### config.mk
export PLATFORM = sky130hd
export DESIGN_NAME = sorted_priority_queue_unit
export DESIGN_NICKNAME = d
export VERILOG_FILES = /design/src/sv/spq_pkg.sv /design/src/sv/spq_mem.sv /design/src/sv/spq_ctrl.sv /design/src/sv/sorted_priority_queue_unit.sv
export SDC_FILE = /design/constraint.sdc
export NUM_CORES = 1
export LEC_CHECK = 0
export ABC_AREA = 1
export CAP_MARGIN = 20
export CORE_ASPECT_RATIO = 0.9
export CORE_MARGIN = 4
export CORE_UTILIZATION = 57
export CTS_CLUSTER_SIZE = 10
export DETAILED_ROUTE_END_ITERATION = 10
export DONT_BUFFER_PORTS = 1
export PLACE_DENSITY_LB_ADDON = 0.2
export SETUP_SLACK_MARGIN = 0.5
export SLEW_MARGIN = 20
export SYNTH_ARGS = -nofsm -noshare
export SYNTH_HDL_FRONTEND = slang
export SYNTH_SLANG_ARGS = --single-unit
### constraint.sdc
create_clock -name i_clk -period 7.7 [get_ports i_clk]
set_clock_uncertainty 0.15 [all_clocks]
set_input_delay 1.54 -clock i_clk [delete_from_list [all_inputs] [get_ports i_clk]]
set_output_delay 1.54 -clock i_clk [all_outputs]
set_load 0.1 [all_outputs]
### src/sv/spq_pkg.sv
// ----------------------------------------------------------------------------
// spq_pkg
// Shared types and codes for the sorted priority queue.
// ----------------------------------------------------------------------------
`default_nettype none

package spq_pkg;

    // command codes
    localparam logic [1:0] CMD_PUSH   = 2'd0;
    localparam logic [1:0] CMD_POP    = 2'd1;
    localparam logic [1:0] CMD_UPDATE = 2'd2;

    typedef enum logic [1:0] {
        ST_OK        = 2'd0,
        ST_FULL      = 2'd1,
        ST_EMPTY     = 2'd2,
        ST_NOT_FOUND = 2'd3
    } t_status;

    typedef enum logic [3:0] {
        S_IDLE,
        S_POP_RD,
        S_POP_GET,
        S_SRC_CHK,
        S_SRC_CMP,
        S_RM_CHK,
        S_RM_WR,
        S_INS_CHK,
        S_INS_CMP,
        S_MIN_RD,
        S_MIN_GET,
        S_DONE
    } t_state;

    typedef struct packed {
        logic we;
        logic re;
    } t_mem_ctl;

    typedef struct packed {
        logic    valid;
        t_status status;
    } t_res_ctl;

endpackage

`default_nettype wire

### src/sv/spq_mem.sv
// ----------------------------------------------------------------------------
// spq_mem
// Entry store: one write port, one read port, registered read data.
// ----------------------------------------------------------------------------
`default_nettype none

module spq_mem #(
    parameter int DEPTH = 16,
    parameter int WIDTH = 48
) (
    input  wire                         i_clk,
    input  spq_pkg::t_mem_ctl           i_ctl,
    input  wire [$clog2(DEPTH)-1:0]     i_waddr,
    input  wire [WIDTH-1:0]             i_wdata,
    input  wire [$clog2(DEPTH)-1:0]     i_raddr,
    output logic [WIDTH-1:0]            o_rdata
);
    import spq_pkg::*;

    logic [WIDTH-1:0] r_mem [DEPTH];

    always_ff @(posedge i_clk) begin
        if (i_ctl.we) begin
            r_mem[i_waddr] <= i_wdata;
        end
    end

    always_ff @(posedge i_clk) begin
        if (i_ctl.re) begin
            o_rdata <= r_mem[i_raddr];
        end
    end

endmodule

`default_nettype wire

### src/sv/spq_ctrl.sv
// ----------------------------------------------------------------------------
// spq_ctrl
// Command sequencer: search, shift-down removal and insertion sort over the
// entry store, then a read of the head for the minimum key.
// ----------------------------------------------------------------------------
`default_nettype none

module spq_ctrl #(
    parameter int DEPTH     = 16,
    parameter int ID_WIDTH  = 16,
    parameter int KEY_WIDTH = 32
) (
    input  wire                                 i_clk,
    input  wire                                 i_rst_n,
    input  wire                                 i_in_valid,
    output logic                                o_in_stall,
    input  wire [1:0]                           i_command,
    input  wire [ID_WIDTH-1:0]                  i_task_id,
    input  wire [KEY_WIDTH-1:0]                 i_key,
    output spq_pkg::t_res_ctl                   o_res,
    input  wire                                 i_res_take,
    output logic [ID_WIDTH-1:0]                 o_res_id,
    output logic [KEY_WIDTH-1:0]                o_res_key,
    output logic [KEY_WIDTH-1:0]                o_min_key,
    output logic [$clog2(DEPTH+1)-1:0]          o_count,
    output spq_pkg::t_mem_ctl                   o_mem_ctl,
    output logic [$clog2(DEPTH)-1:0]            o_mem_waddr,
    output logic [ID_WIDTH+KEY_WIDTH-1:0]       o_mem_wdata,
    output logic [$clog2(DEPTH)-1:0]            o_mem_raddr,
    input  wire [ID_WIDTH+KEY_WIDTH-1:0]        i_mem_rdata
);
    import spq_pkg::*;

    localparam int AW = $clog2(DEPTH);
    localparam int CW = $clog2(DEPTH + 1);
    localparam logic [CW-1:0] FULL_COUNT = CW'(DEPTH);

    t_state                 r_state, n_state;
    logic [CW-1:0]          r_count, n_count;
    logic [CW-1:0]          r_idx, n_idx;
    logic [1:0]             r_cmd, n_cmd;
    logic [ID_WIDTH-1:0]    r_id, n_id;
    logic [KEY_WIDTH-1:0]   r_key, n_key;
    t_status                r_status, n_status;
    logic [ID_WIDTH-1:0]    r_res_id, n_res_id;
    logic [KEY_WIDTH-1:0]   r_res_key, n_res_key;
    logic [KEY_WIDTH-1:0]   r_min, n_min;

    logic [ID_WIDTH-1:0]    rd_id;
    logic [KEY_WIDTH-1:0]   rd_key;
    logic [CW-1:0]          idx_m1;
    logic                   at_end;
    logic                   rd_greater;
    logic                   id_match;

    assign rd_id      = i_mem_rdata[ID_WIDTH+KEY_WIDTH-1:KEY_WIDTH];
    assign rd_key     = i_mem_rdata[KEY_WIDTH-1:0];
    assign idx_m1     = r_idx - 1'b1;
    assign at_end     = (r_idx == r_count);
    assign rd_greater = ($signed(rd_key) > $signed(r_key));
    assign id_match   = (rd_id == r_id);

    // next state
    always_comb begin
        n_state = r_state;
        unique case (r_state)
            S_IDLE: begin
                if (i_in_valid) begin
                    case (i_command)
                        CMD_PUSH:   n_state = (r_count == FULL_COUNT) ? S_MIN_RD : S_INS_CHK;
                        CMD_POP:    n_state = (r_count == '0) ? S_MIN_RD : S_POP_RD;
                        CMD_UPDATE: n_state = S_SRC_CHK;
                        default:    n_state = S_MIN_RD;
                    endcase
                end
            end
            S_POP_RD:  n_state = S_POP_GET;
            S_POP_GET: n_state = S_RM_CHK;
            S_SRC_CHK: n_state = at_end ? S_MIN_RD : S_SRC_CMP;
            S_SRC_CMP: n_state = id_match ? S_RM_CHK : S_SRC_CHK;
            S_RM_CHK: begin
                if (at_end) begin
                    n_state = (r_cmd == CMD_UPDATE) ? S_INS_CHK : S_MIN_RD;
                end else begin
                    n_state = S_RM_WR;
                end
            end
            S_RM_WR:   n_state = S_RM_CHK;
            S_INS_CHK: n_state = (r_idx == '0) ? S_MIN_RD : S_INS_CMP;
            S_INS_CMP: n_state = rd_greater ? S_INS_CHK : S_MIN_RD;
            S_MIN_RD:  n_state = S_MIN_GET;
            S_MIN_GET: n_state = S_DONE;
            S_DONE:    n_state = i_res_take ? S_IDLE : S_DONE;
            default:   n_state = S_IDLE;
        endcase
    end

    // memory port and handshake outputs
    always_comb begin
        o_mem_ctl   = '0;
        o_mem_waddr = r_idx[AW-1:0];
        o_mem_wdata = {r_id, r_key};
        o_mem_raddr = r_idx[AW-1:0];
        o_in_stall  = (r_state != S_IDLE);
        o_res.valid  = (r_state == S_DONE);
        o_res.status = r_status;
        unique case (r_state)
            S_POP_RD: begin
                o_mem_ctl.re = 1'b1;
                o_mem_raddr  = '0;
            end
            S_SRC_CHK, S_RM_CHK: begin
                o_mem_ctl.re = !at_end;
            end
            S_RM_WR: begin
                // slide entry idx down to idx-1
                o_mem_ctl.we = 1'b1;
                o_mem_waddr  = idx_m1[AW-1:0];
                o_mem_wdata  = i_mem_rdata;
            end
            S_INS_CHK: begin
                if (r_idx == '0) begin
                    o_mem_ctl.we = 1'b1;
                    o_mem_waddr  = '0;
                end else begin
                    o_mem_ctl.re = 1'b1;
                    o_mem_raddr  = idx_m1[AW-1:0];
                end
            end
            S_INS_CMP: begin
                // larger key moves up one slot, else the new entry lands here
                o_mem_ctl.we = 1'b1;
                if (rd_greater) begin
                    o_mem_wdata = i_mem_rdata;
                end
            end
            S_MIN_RD: begin
                o_mem_ctl.re = 1'b1;
                o_mem_raddr  = '0;
            end
            default: begin
            end
        endcase
    end

    // datapath next values
    always_comb begin
        n_count   = r_count;
        n_idx     = r_idx;
        n_cmd     = r_cmd;
        n_id      = r_id;
        n_key     = r_key;
        n_status  = r_status;
        n_res_id  = r_res_id;
        n_res_key = r_res_key;
        n_min     = r_min;
        case (r_state)
            S_IDLE: begin
                if (i_in_valid) begin
                    n_cmd     = i_command;
                    n_id      = i_task_id;
                    n_key     = i_key;
                    n_status  = ST_OK;
                    n_res_id  = '0;
                    n_res_key = '0;
                    case (i_command)
                        CMD_PUSH: begin
                            n_idx = r_count;
                            if (r_count == FULL_COUNT) begin
                                n_status = ST_FULL;
                            end
                        end
                        CMD_POP: begin
                            n_idx = CW'(1);
                            if (r_count == '0) begin
                                n_status = ST_EMPTY;
                            end
                        end
                        default: n_idx = '0;
                    endcase
                end
            end
            S_POP_GET: n_res_id = rd_id;
            S_SRC_CHK: begin
                if (at_end) begin
                    n_status = ST_NOT_FOUND;
                end
            end
            // on a match removal starts at the following slot
            S_SRC_CMP: n_idx = r_idx + 1'b1;
            S_RM_CHK: begin
                if (at_end) begin
                    n_count = r_count - 1'b1;
                    if (r_cmd == CMD_UPDATE) begin
                        n_idx     = r_count - 1'b1;
                        n_res_key = r_key;
                    end
                end
            end
            S_RM_WR: n_idx = r_idx + 1'b1;
            S_INS_CHK: begin
                if (r_idx == '0) begin
                    n_count = r_count + 1'b1;
                end
            end
            S_INS_CMP: begin
                if (rd_greater) begin
                    n_idx = idx_m1;
                end else begin
                    n_count = r_count + 1'b1;
                end
            end
            S_MIN_GET: n_min = (r_count != '0) ? rd_key : '0;
            default: begin
            end
        endcase
    end

    always_ff @(posedge i_clk) begin
        if (!i_rst_n) begin
            r_state <= S_IDLE;
            r_count <= '0;
        end else begin
            r_state <= n_state;
            r_count <= n_count;
        end
    end

    always_ff @(posedge i_clk) begin
        r_idx     <= n_idx;
        r_cmd     <= n_cmd;
        r_id      <= n_id;
        r_key     <= n_key;
        r_status  <= n_status;
        r_res_id  <= n_res_id;
        r_res_key <= n_res_key;
        r_min     <= n_min;
    end

    assign o_res_id  = r_res_id;
    assign o_res_key = r_res_key;
    assign o_min_key = r_min;
    assign o_count   = r_count;

    a_count_range: assert property (@(posedge i_clk) disable iff (!i_rst_n)
        r_count <= FULL_COUNT)
        else $error("occupancy above depth");

    a_one_port: assert property (@(posedge i_clk) disable iff (!i_rst_n)
        !(o_mem_ctl.we && o_mem_ctl.re))
        else $error("read and write issued together");

    // removal shifts run with the count still at its old value, even when full
    a_write_in_range: assert property (@(posedge i_clk) disable iff (!i_rst_n)
        o_mem_ctl.we |-> (r_idx <= r_count) &&
            ((r_state == S_RM_WR) || (r_count != FULL_COUNT)))
        else $error("write outside occupied range");

    a_full_status: assert property (@(posedge i_clk) disable iff (!i_rst_n)
        (r_state == S_DONE && r_status == ST_FULL) |-> (r_count == FULL_COUNT))
        else $error("full reported below depth");

    a_empty_status: assert property (@(posedge i_clk) disable iff (!i_rst_n)
        (r_state == S_DONE && r_status == ST_EMPTY) |-> (r_count == '0))
        else $error("empty reported with entries held");

endmodule

`default_nettype wire

### src/sv/sorted_priority_queue_unit.sv
// ----------------------------------------------------------------------------
// sorted_priority_queue_unit
// Sorted priority queue with push, pop-minimum and key update.
//
//  channel   direction  handshake                 payload
//  command   in         i_in_valid / o_in_stall   i_command, i_task_id, i_key
//  result    out        o_out_valid / i_out_stall o_status, o_out_id, o_out_key,
//                                                 o_min_key, o_empty_flag,
//                                                 o_occupancy
//
//  One command at a time. A command reads or writes one entry at a time in
//  the entry store, never both at once: a push compares and moves one entry
//  at a time, a pop shifts all others down, an update searches, shifts and
//  reinserts.
//  Reset empties the queue at once; store contents need no clearing.
//  The result register lets the next command start while a result is stalled.
// ----------------------------------------------------------------------------
`default_nettype none

module sorted_priority_queue_unit #(
    parameter int DEPTH     = 16,
    parameter int ID_WIDTH  = 16,
    parameter int KEY_WIDTH = 32
) (
    input  wire                             i_clk,
    input  wire                             i_rst_n,
    input  wire                             i_in_valid,
    output logic                            o_in_stall,
    input  wire [1:0]                       i_command,
    input  wire [ID_WIDTH-1:0]              i_task_id,
    input  wire [KEY_WIDTH-1:0]             i_key,
    output logic                            o_out_valid,
    input  wire                             i_out_stall,
    output logic [1:0]                      o_status,
    output logic [ID_WIDTH-1:0]             o_out_id,
    output logic [KEY_WIDTH-1:0]            o_out_key,
    output logic [KEY_WIDTH-1:0]            o_min_key,
    output logic                            o_empty_flag,
    output logic [$clog2(DEPTH+1)-1:0]      o_occupancy
);
    import spq_pkg::*;

    localparam int AW = $clog2(DEPTH);
    localparam int CW = $clog2(DEPTH + 1);
    localparam int DW = ID_WIDTH + KEY_WIDTH;

    t_mem_ctl               mem_ctl;
    logic [AW-1:0]          mem_waddr;
    logic [AW-1:0]          mem_raddr;
    logic [DW-1:0]          mem_wdata;
    logic [DW-1:0]          mem_rdata;

    t_res_ctl               res;
    logic                   res_take;
    logic [ID_WIDTH-1:0]    res_id;
    logic [KEY_WIDTH-1:0]   res_key;
    logic [KEY_WIDTH-1:0]   res_min;
    logic [CW-1:0]          res_count;

    logic                   r_out_valid, n_out_valid;
    logic [1:0]             r_status;
    logic [ID_WIDTH-1:0]    r_out_id;
    logic [KEY_WIDTH-1:0]   r_out_key;
    logic [KEY_WIDTH-1:0]   r_min_key;
    logic                   r_empty;
    logic [CW-1:0]          r_occ;

    spq_ctrl #(
        .DEPTH     (DEPTH),
        .ID_WIDTH  (ID_WIDTH),
        .KEY_WIDTH (KEY_WIDTH)
    ) u_ctrl (
        .i_clk       (i_clk),
        .i_rst_n     (i_rst_n),
        .i_in_valid  (i_in_valid),
        .o_in_stall  (o_in_stall),
        .i_command   (i_command),
        .i_task_id   (i_task_id),
        .i_key       (i_key),
        .o_res       (res),
        .i_res_take  (res_take),
        .o_res_id    (res_id),
        .o_res_key   (res_key),
        .o_min_key   (res_min),
        .o_count     (res_count),
        .o_mem_ctl   (mem_ctl),
        .o_mem_waddr (mem_waddr),
        .o_mem_wdata (mem_wdata),
        .o_mem_raddr (mem_raddr),
        .i_mem_rdata (mem_rdata)
    );

    spq_mem #(
        .DEPTH (DEPTH),
        .WIDTH (DW)
    ) u_mem (
        .i_clk   (i_clk),
        .i_ctl   (mem_ctl),
        .i_waddr (mem_waddr),
        .i_wdata (mem_wdata),
        .i_raddr (mem_raddr),
        .o_rdata (mem_rdata)
    );

    // result register loads when empty or being drained this cycle
    assign res_take = res.valid && (!r_out_valid || !i_out_stall);

    always_comb begin
        n_out_valid = r_out_valid;
        if (res_take) begin
            n_out_valid = 1'b1;
        end else if (!i_out_stall) begin
            n_out_valid = 1'b0;
        end
    end

    always_ff @(posedge i_clk) begin
        if (!i_rst_n) begin
            r_out_valid <= 1'b0;
        end else begin
            r_out_valid <= n_out_valid;
        end
    end

    always_ff @(posedge i_clk) begin
        if (res_take) begin
            r_status  <= res.status;
            r_out_id  <= res_id;
            r_out_key <= res_key;
            r_min_key <= res_min;
            r_empty   <= (res_count == '0);
            r_occ     <= res_count;
        end
    end

    assign o_out_valid  = r_out_valid;
    assign o_status     = r_status;
    assign o_out_id     = r_out_id;
    assign o_out_key    = r_out_key;
    assign o_min_key    = r_min_key;
    assign o_empty_flag = r_empty;
    assign o_occupancy  = r_occ;

endmodule

`default_nettype wire

==> metrics.log <==
INFO  metric synth.most_common_cell = sky130_fd_sc_hd__edfxtp_1
INFO  metric die_y = 270 um
INFO  metric core_area = 75000 um2
INFO  metric remaining_drc_errors = 0
INFO  metric hold_viol = 0
INFO  metric worstSkewPairLatency = 0.70 ns
INFO  metric multi_input_comb_area = 9390 um2
INFO  metric cell_type_with_the_highest_aggregate_area_in_the_netlist = sky130_fd_sc_hd__edfxtp_1
INFO  metric syn-num-nets = 3575
INFO  metric ys_ff_latch = 1051
INFO  metric detailedPlace.worstSlack = 3.01 ns
INFO  metric cts-root-buf = sky130_fd_sc_hd__clkbuf_16
INFO  metric final.fill_count = 5482
INFO  metric synthesis.yosys.warnings = 0
INFO  metric crit_type = flip-flop to flip-flop
INFO  metric final_cell_count_no_fill = 4514
INFO  metric clkTransAtPathRegs = 0.06 ns
INFO  metric tightestPinTransition = 1.20 ns
INFO  metric unrepaired_setup_endpoints_after_global_routing = false
INFO  metric total_global_route_track_usage = 0.261
INFO  metric fin_util = 0.634
INFO  metric total_power = 20.0 mW
INFO  metric ant_nets = 0
INFO  metric portBuffers = 0
INFO  metric dieWidth = 299 um
INFO  metric fin_crit = 4.80 ns
INFO  metric post-dp-hpwl = 59400 um
INFO  metric syn-cell-area = 43400 um2
INFO  metric synthesized_area_divided_by_synthesized_cell_count = 12.5 um2
INFO  metric grt-ovfl-total = 0
INFO  metric post-route-worst-setup-slack = 2.90 ns
INFO  metric cap_violations = 0
INFO  metric dr.first_iter.drc_count = 3080
INFO  metric totalNegativeSetupSlack = 0 ns
INFO  metric critPathArrivalTime = 4.96 ns
INFO  metric number_of_antenna_violations_at_the_first_check_in_global_routing = 6
INFO  metric number_of_global_route_vias_before_repair = 25168
INFO  metric post_synth_most_frequent_cells = sky130_fd_sc_hd__edfxtp_1, sky130_fd_sc_hd__nand2_1, sky130_fd_sc_hd__inv_1, sky130_fd_sc_hd__o211ai_1, sky130_fd_sc_hd__nand3_1
INFO  metric worstSetupEndpointType = flip-flop
INFO  metric route.detailed.wl_per_inst = 23.7 um
INFO  metric synthArstFlopShare = 0
INFO  metric pwr_density_cell = 421 nW/um2
INFO  metric cp-start-kind = flip-flop
INFO  metric total_area_of_sequential_cells = 31500 um2
INFO  metric grt_max_degree = 270
INFO  metric clock_tree.buffer_depth = 3
INFO  metric final_layout_size_suffix_gt1_frac = 0.0690
INFO  metric routed_wirelength = 107000 um
INFO  metric finalSetupViolations = 0
INFO  metric sequential_cell_area_fraction_in_the_yosys_report = 0.726
INFO  metric die_outline_area = 80500 um2
INFO  metric vias_per_cell = 5.93
INFO  metric hp-class = flip-flop to flip-flop
INFO  metric placed_instance_count = 4355
INFO  metric gp_congestion = 0.907
INFO  metric route.vias.total = 26753
INFO  metric cts_hold_buffers = 0
INFO  metric cts_resized = 0
INFO  metric cts_post_setup_buffers_inserted = 0
INFO  metric ff_to_ff_setup_slack = 2.90 ns
INFO  metric cts_tree = done
INFO  metric synthToLayoutAreaGrowth = 9.74%
INFO  metric clock-sinks = 1051
INFO  metric finish.instance_area = 47600 um2
INFO  metric cp.required = 7.86 ns
INFO  metric timing.final.crit_share = 0.624
INFO  metric yosys_most_used_dff = sky130_fd_sc_hd__edfxtp_1
INFO  metric grt_first_pass_wirelength = 159000 um
INFO  metric postSynthCellCount = 3482
INFO  metric critical_path_peak_fanout = 49
INFO  metric biggest_area_contributors_in_the_synthesized_netlist = sky130_fd_sc_hd__edfxtp_1, sky130_fd_sc_hd__nand2_1, sky130_fd_sc_hd__o211ai_1
INFO  metric slew_headroom = 0.201
INFO  metric synth_top_area_share = 0.721
INFO  metric synth-edff-count = 1041
INFO  metric vdd_drop_max = 0.363 mV
INFO  metric initial_utilization = 0.578
INFO  metric outcome = finished clean
INFO  metric finalHoldWorstSlack = 0.262 ns
INFO  metric finalNetCount = 3550
INFO  metric top_level_ports = 144
INFO  metric timing_max_transition_violations_final = 0
INFO  metric p_leak = 17.4 nW
INFO  metric post_dp_cell_area = 44300 um2
INFO  metric cts_made_buffers = 116
INFO  metric fmaxAchievable = 208 MHz
INFO  metric drtPass1Iterations = 6
INFO  metric cts_h_tree_lvls = 3
INFO  metric count_of_standard_cell_rows = 95
INFO  metric post_synth_num_cell_types = 46
[worst max-delay path, cell delays in order, from the launching register on]
cell and delay (ns):
sky130_fd_sc_hd__dfxtp_1 0.35, sky130_fd_sc_hd__inv_1 0.09, sky130_fd_sc_hd__nor2_1 0.20, sky130_fd_sc_hd__inv_1 0.13, sky130_fd_sc_hd__nor2_1 0.50, sky130_fd_sc_hd__nor2_1 0.11, sky130_fd_sc_hd__clkinv_1 0.08, sky130_fd_sc_hd__buf_4 0.59
sky130_fd_sc_hd__nor2_1 0.14, sky130_fd_sc_hd__nor2_1 0.23, sky130_fd_sc_hd__nand2_1 0.29, sky130_fd_sc_hd__nor2_4 0.91, sky130_fd_sc_hd__buf_4 0.57
[path summary, 6_finish.rpt]
path / endpoint / from / cells after the start
setup / recovery: u_mem.r_mem[12][25] / u_ctrl.r_state[3] / 12
hold / removal: o_out_id[0] / u_ctrl.o_res_id[0] / 0
setup reg to reg: u_mem.r_mem[12][25] / u_ctrl.r_state[3] / 12
hold reg to reg: o_out_id[0] / u_ctrl.o_res_id[0] / 0
[cells in the final DEF, fill, tap and decap left out, drive strengths merged, types with 3 or more instances in the layout]
cell	netlist	routed
edfxtp	1041	1041
nand2	664	664
inv	491	495
o211ai	290	290
nand3	240	240
o21ai	203	203
nor2	144	144
clkbuf	72	143
a21oi	60	60
buf	115	44
ha	39	39
mux2	28	28
and2	16	16
xnor2	15	15
nand4	10	10
dfxtp	10	10
xor2	9	9
clkinv	2	7
diode	0	5
o21a	4	4
nor3	4	4
o22ai	4	4
o221ai	3	3
or2	3	3
[power by group]
part / internal, mW / switching, mW
clock network: 2.73 / 2.08
logic: 1.80 / 4.90
registers: 7.94 / 0.584
total: 12.5 / 7.57
[final cells by class]
| cell class | count | share of cell area |
|---|---|---|
| diodes | 5 | 0.000263 |
| clock buffers | 143 | 0.0636 |
| clock inverters | 9 | 0.00331 |
| inverters | 493 | 0.0390 |
| multi-input cells | 1751 | 0.197 |
| flip-flops and latches | 1051 | 0.661 |
| well taps | 1018 | 0.0268 |
| repair buffers | 44 | 0.00842 |
[cells by family after synthesis]
family,share of synthesized area
AOI/OAI and AO/OA,0.0852
adders and majority gates,0.0113
DFF,0.726
buffers and inverters,0.0625
and+or+nand+nor,0.103
muxes,0.00727
xor gates and xnor gates,0.00485
[flip-flops by register name, indices dropped and copies added, names as in the netlist, 4 cells and up]
signal            count
o_min_key            32
o_occupancy           5
o_out_id             16
o_out_key            32
u_ctrl.o_count        5
u_ctrl.o_min_key     32
u_ctrl.o_res_id      16
u_ctrl.o_res_key     32
u_ctrl.r_id          16
u_ctrl.r_idx          5
u_ctrl.r_key         32
u_ctrl.r_state        4
u_mem.o_rdata        48
u_mem.r_mem         768
[routing by layer]
metal	share of wire	GRT usage	vias to the layer above
li1	-	-	12102
met1	0.40	0.365	12953
met2	0.47	0.416	1435
met3	0.10	0.0584	255
met4	0.031	0.0807	8
met5	0.00053	0	-
(Power assumes the default switching activity.)
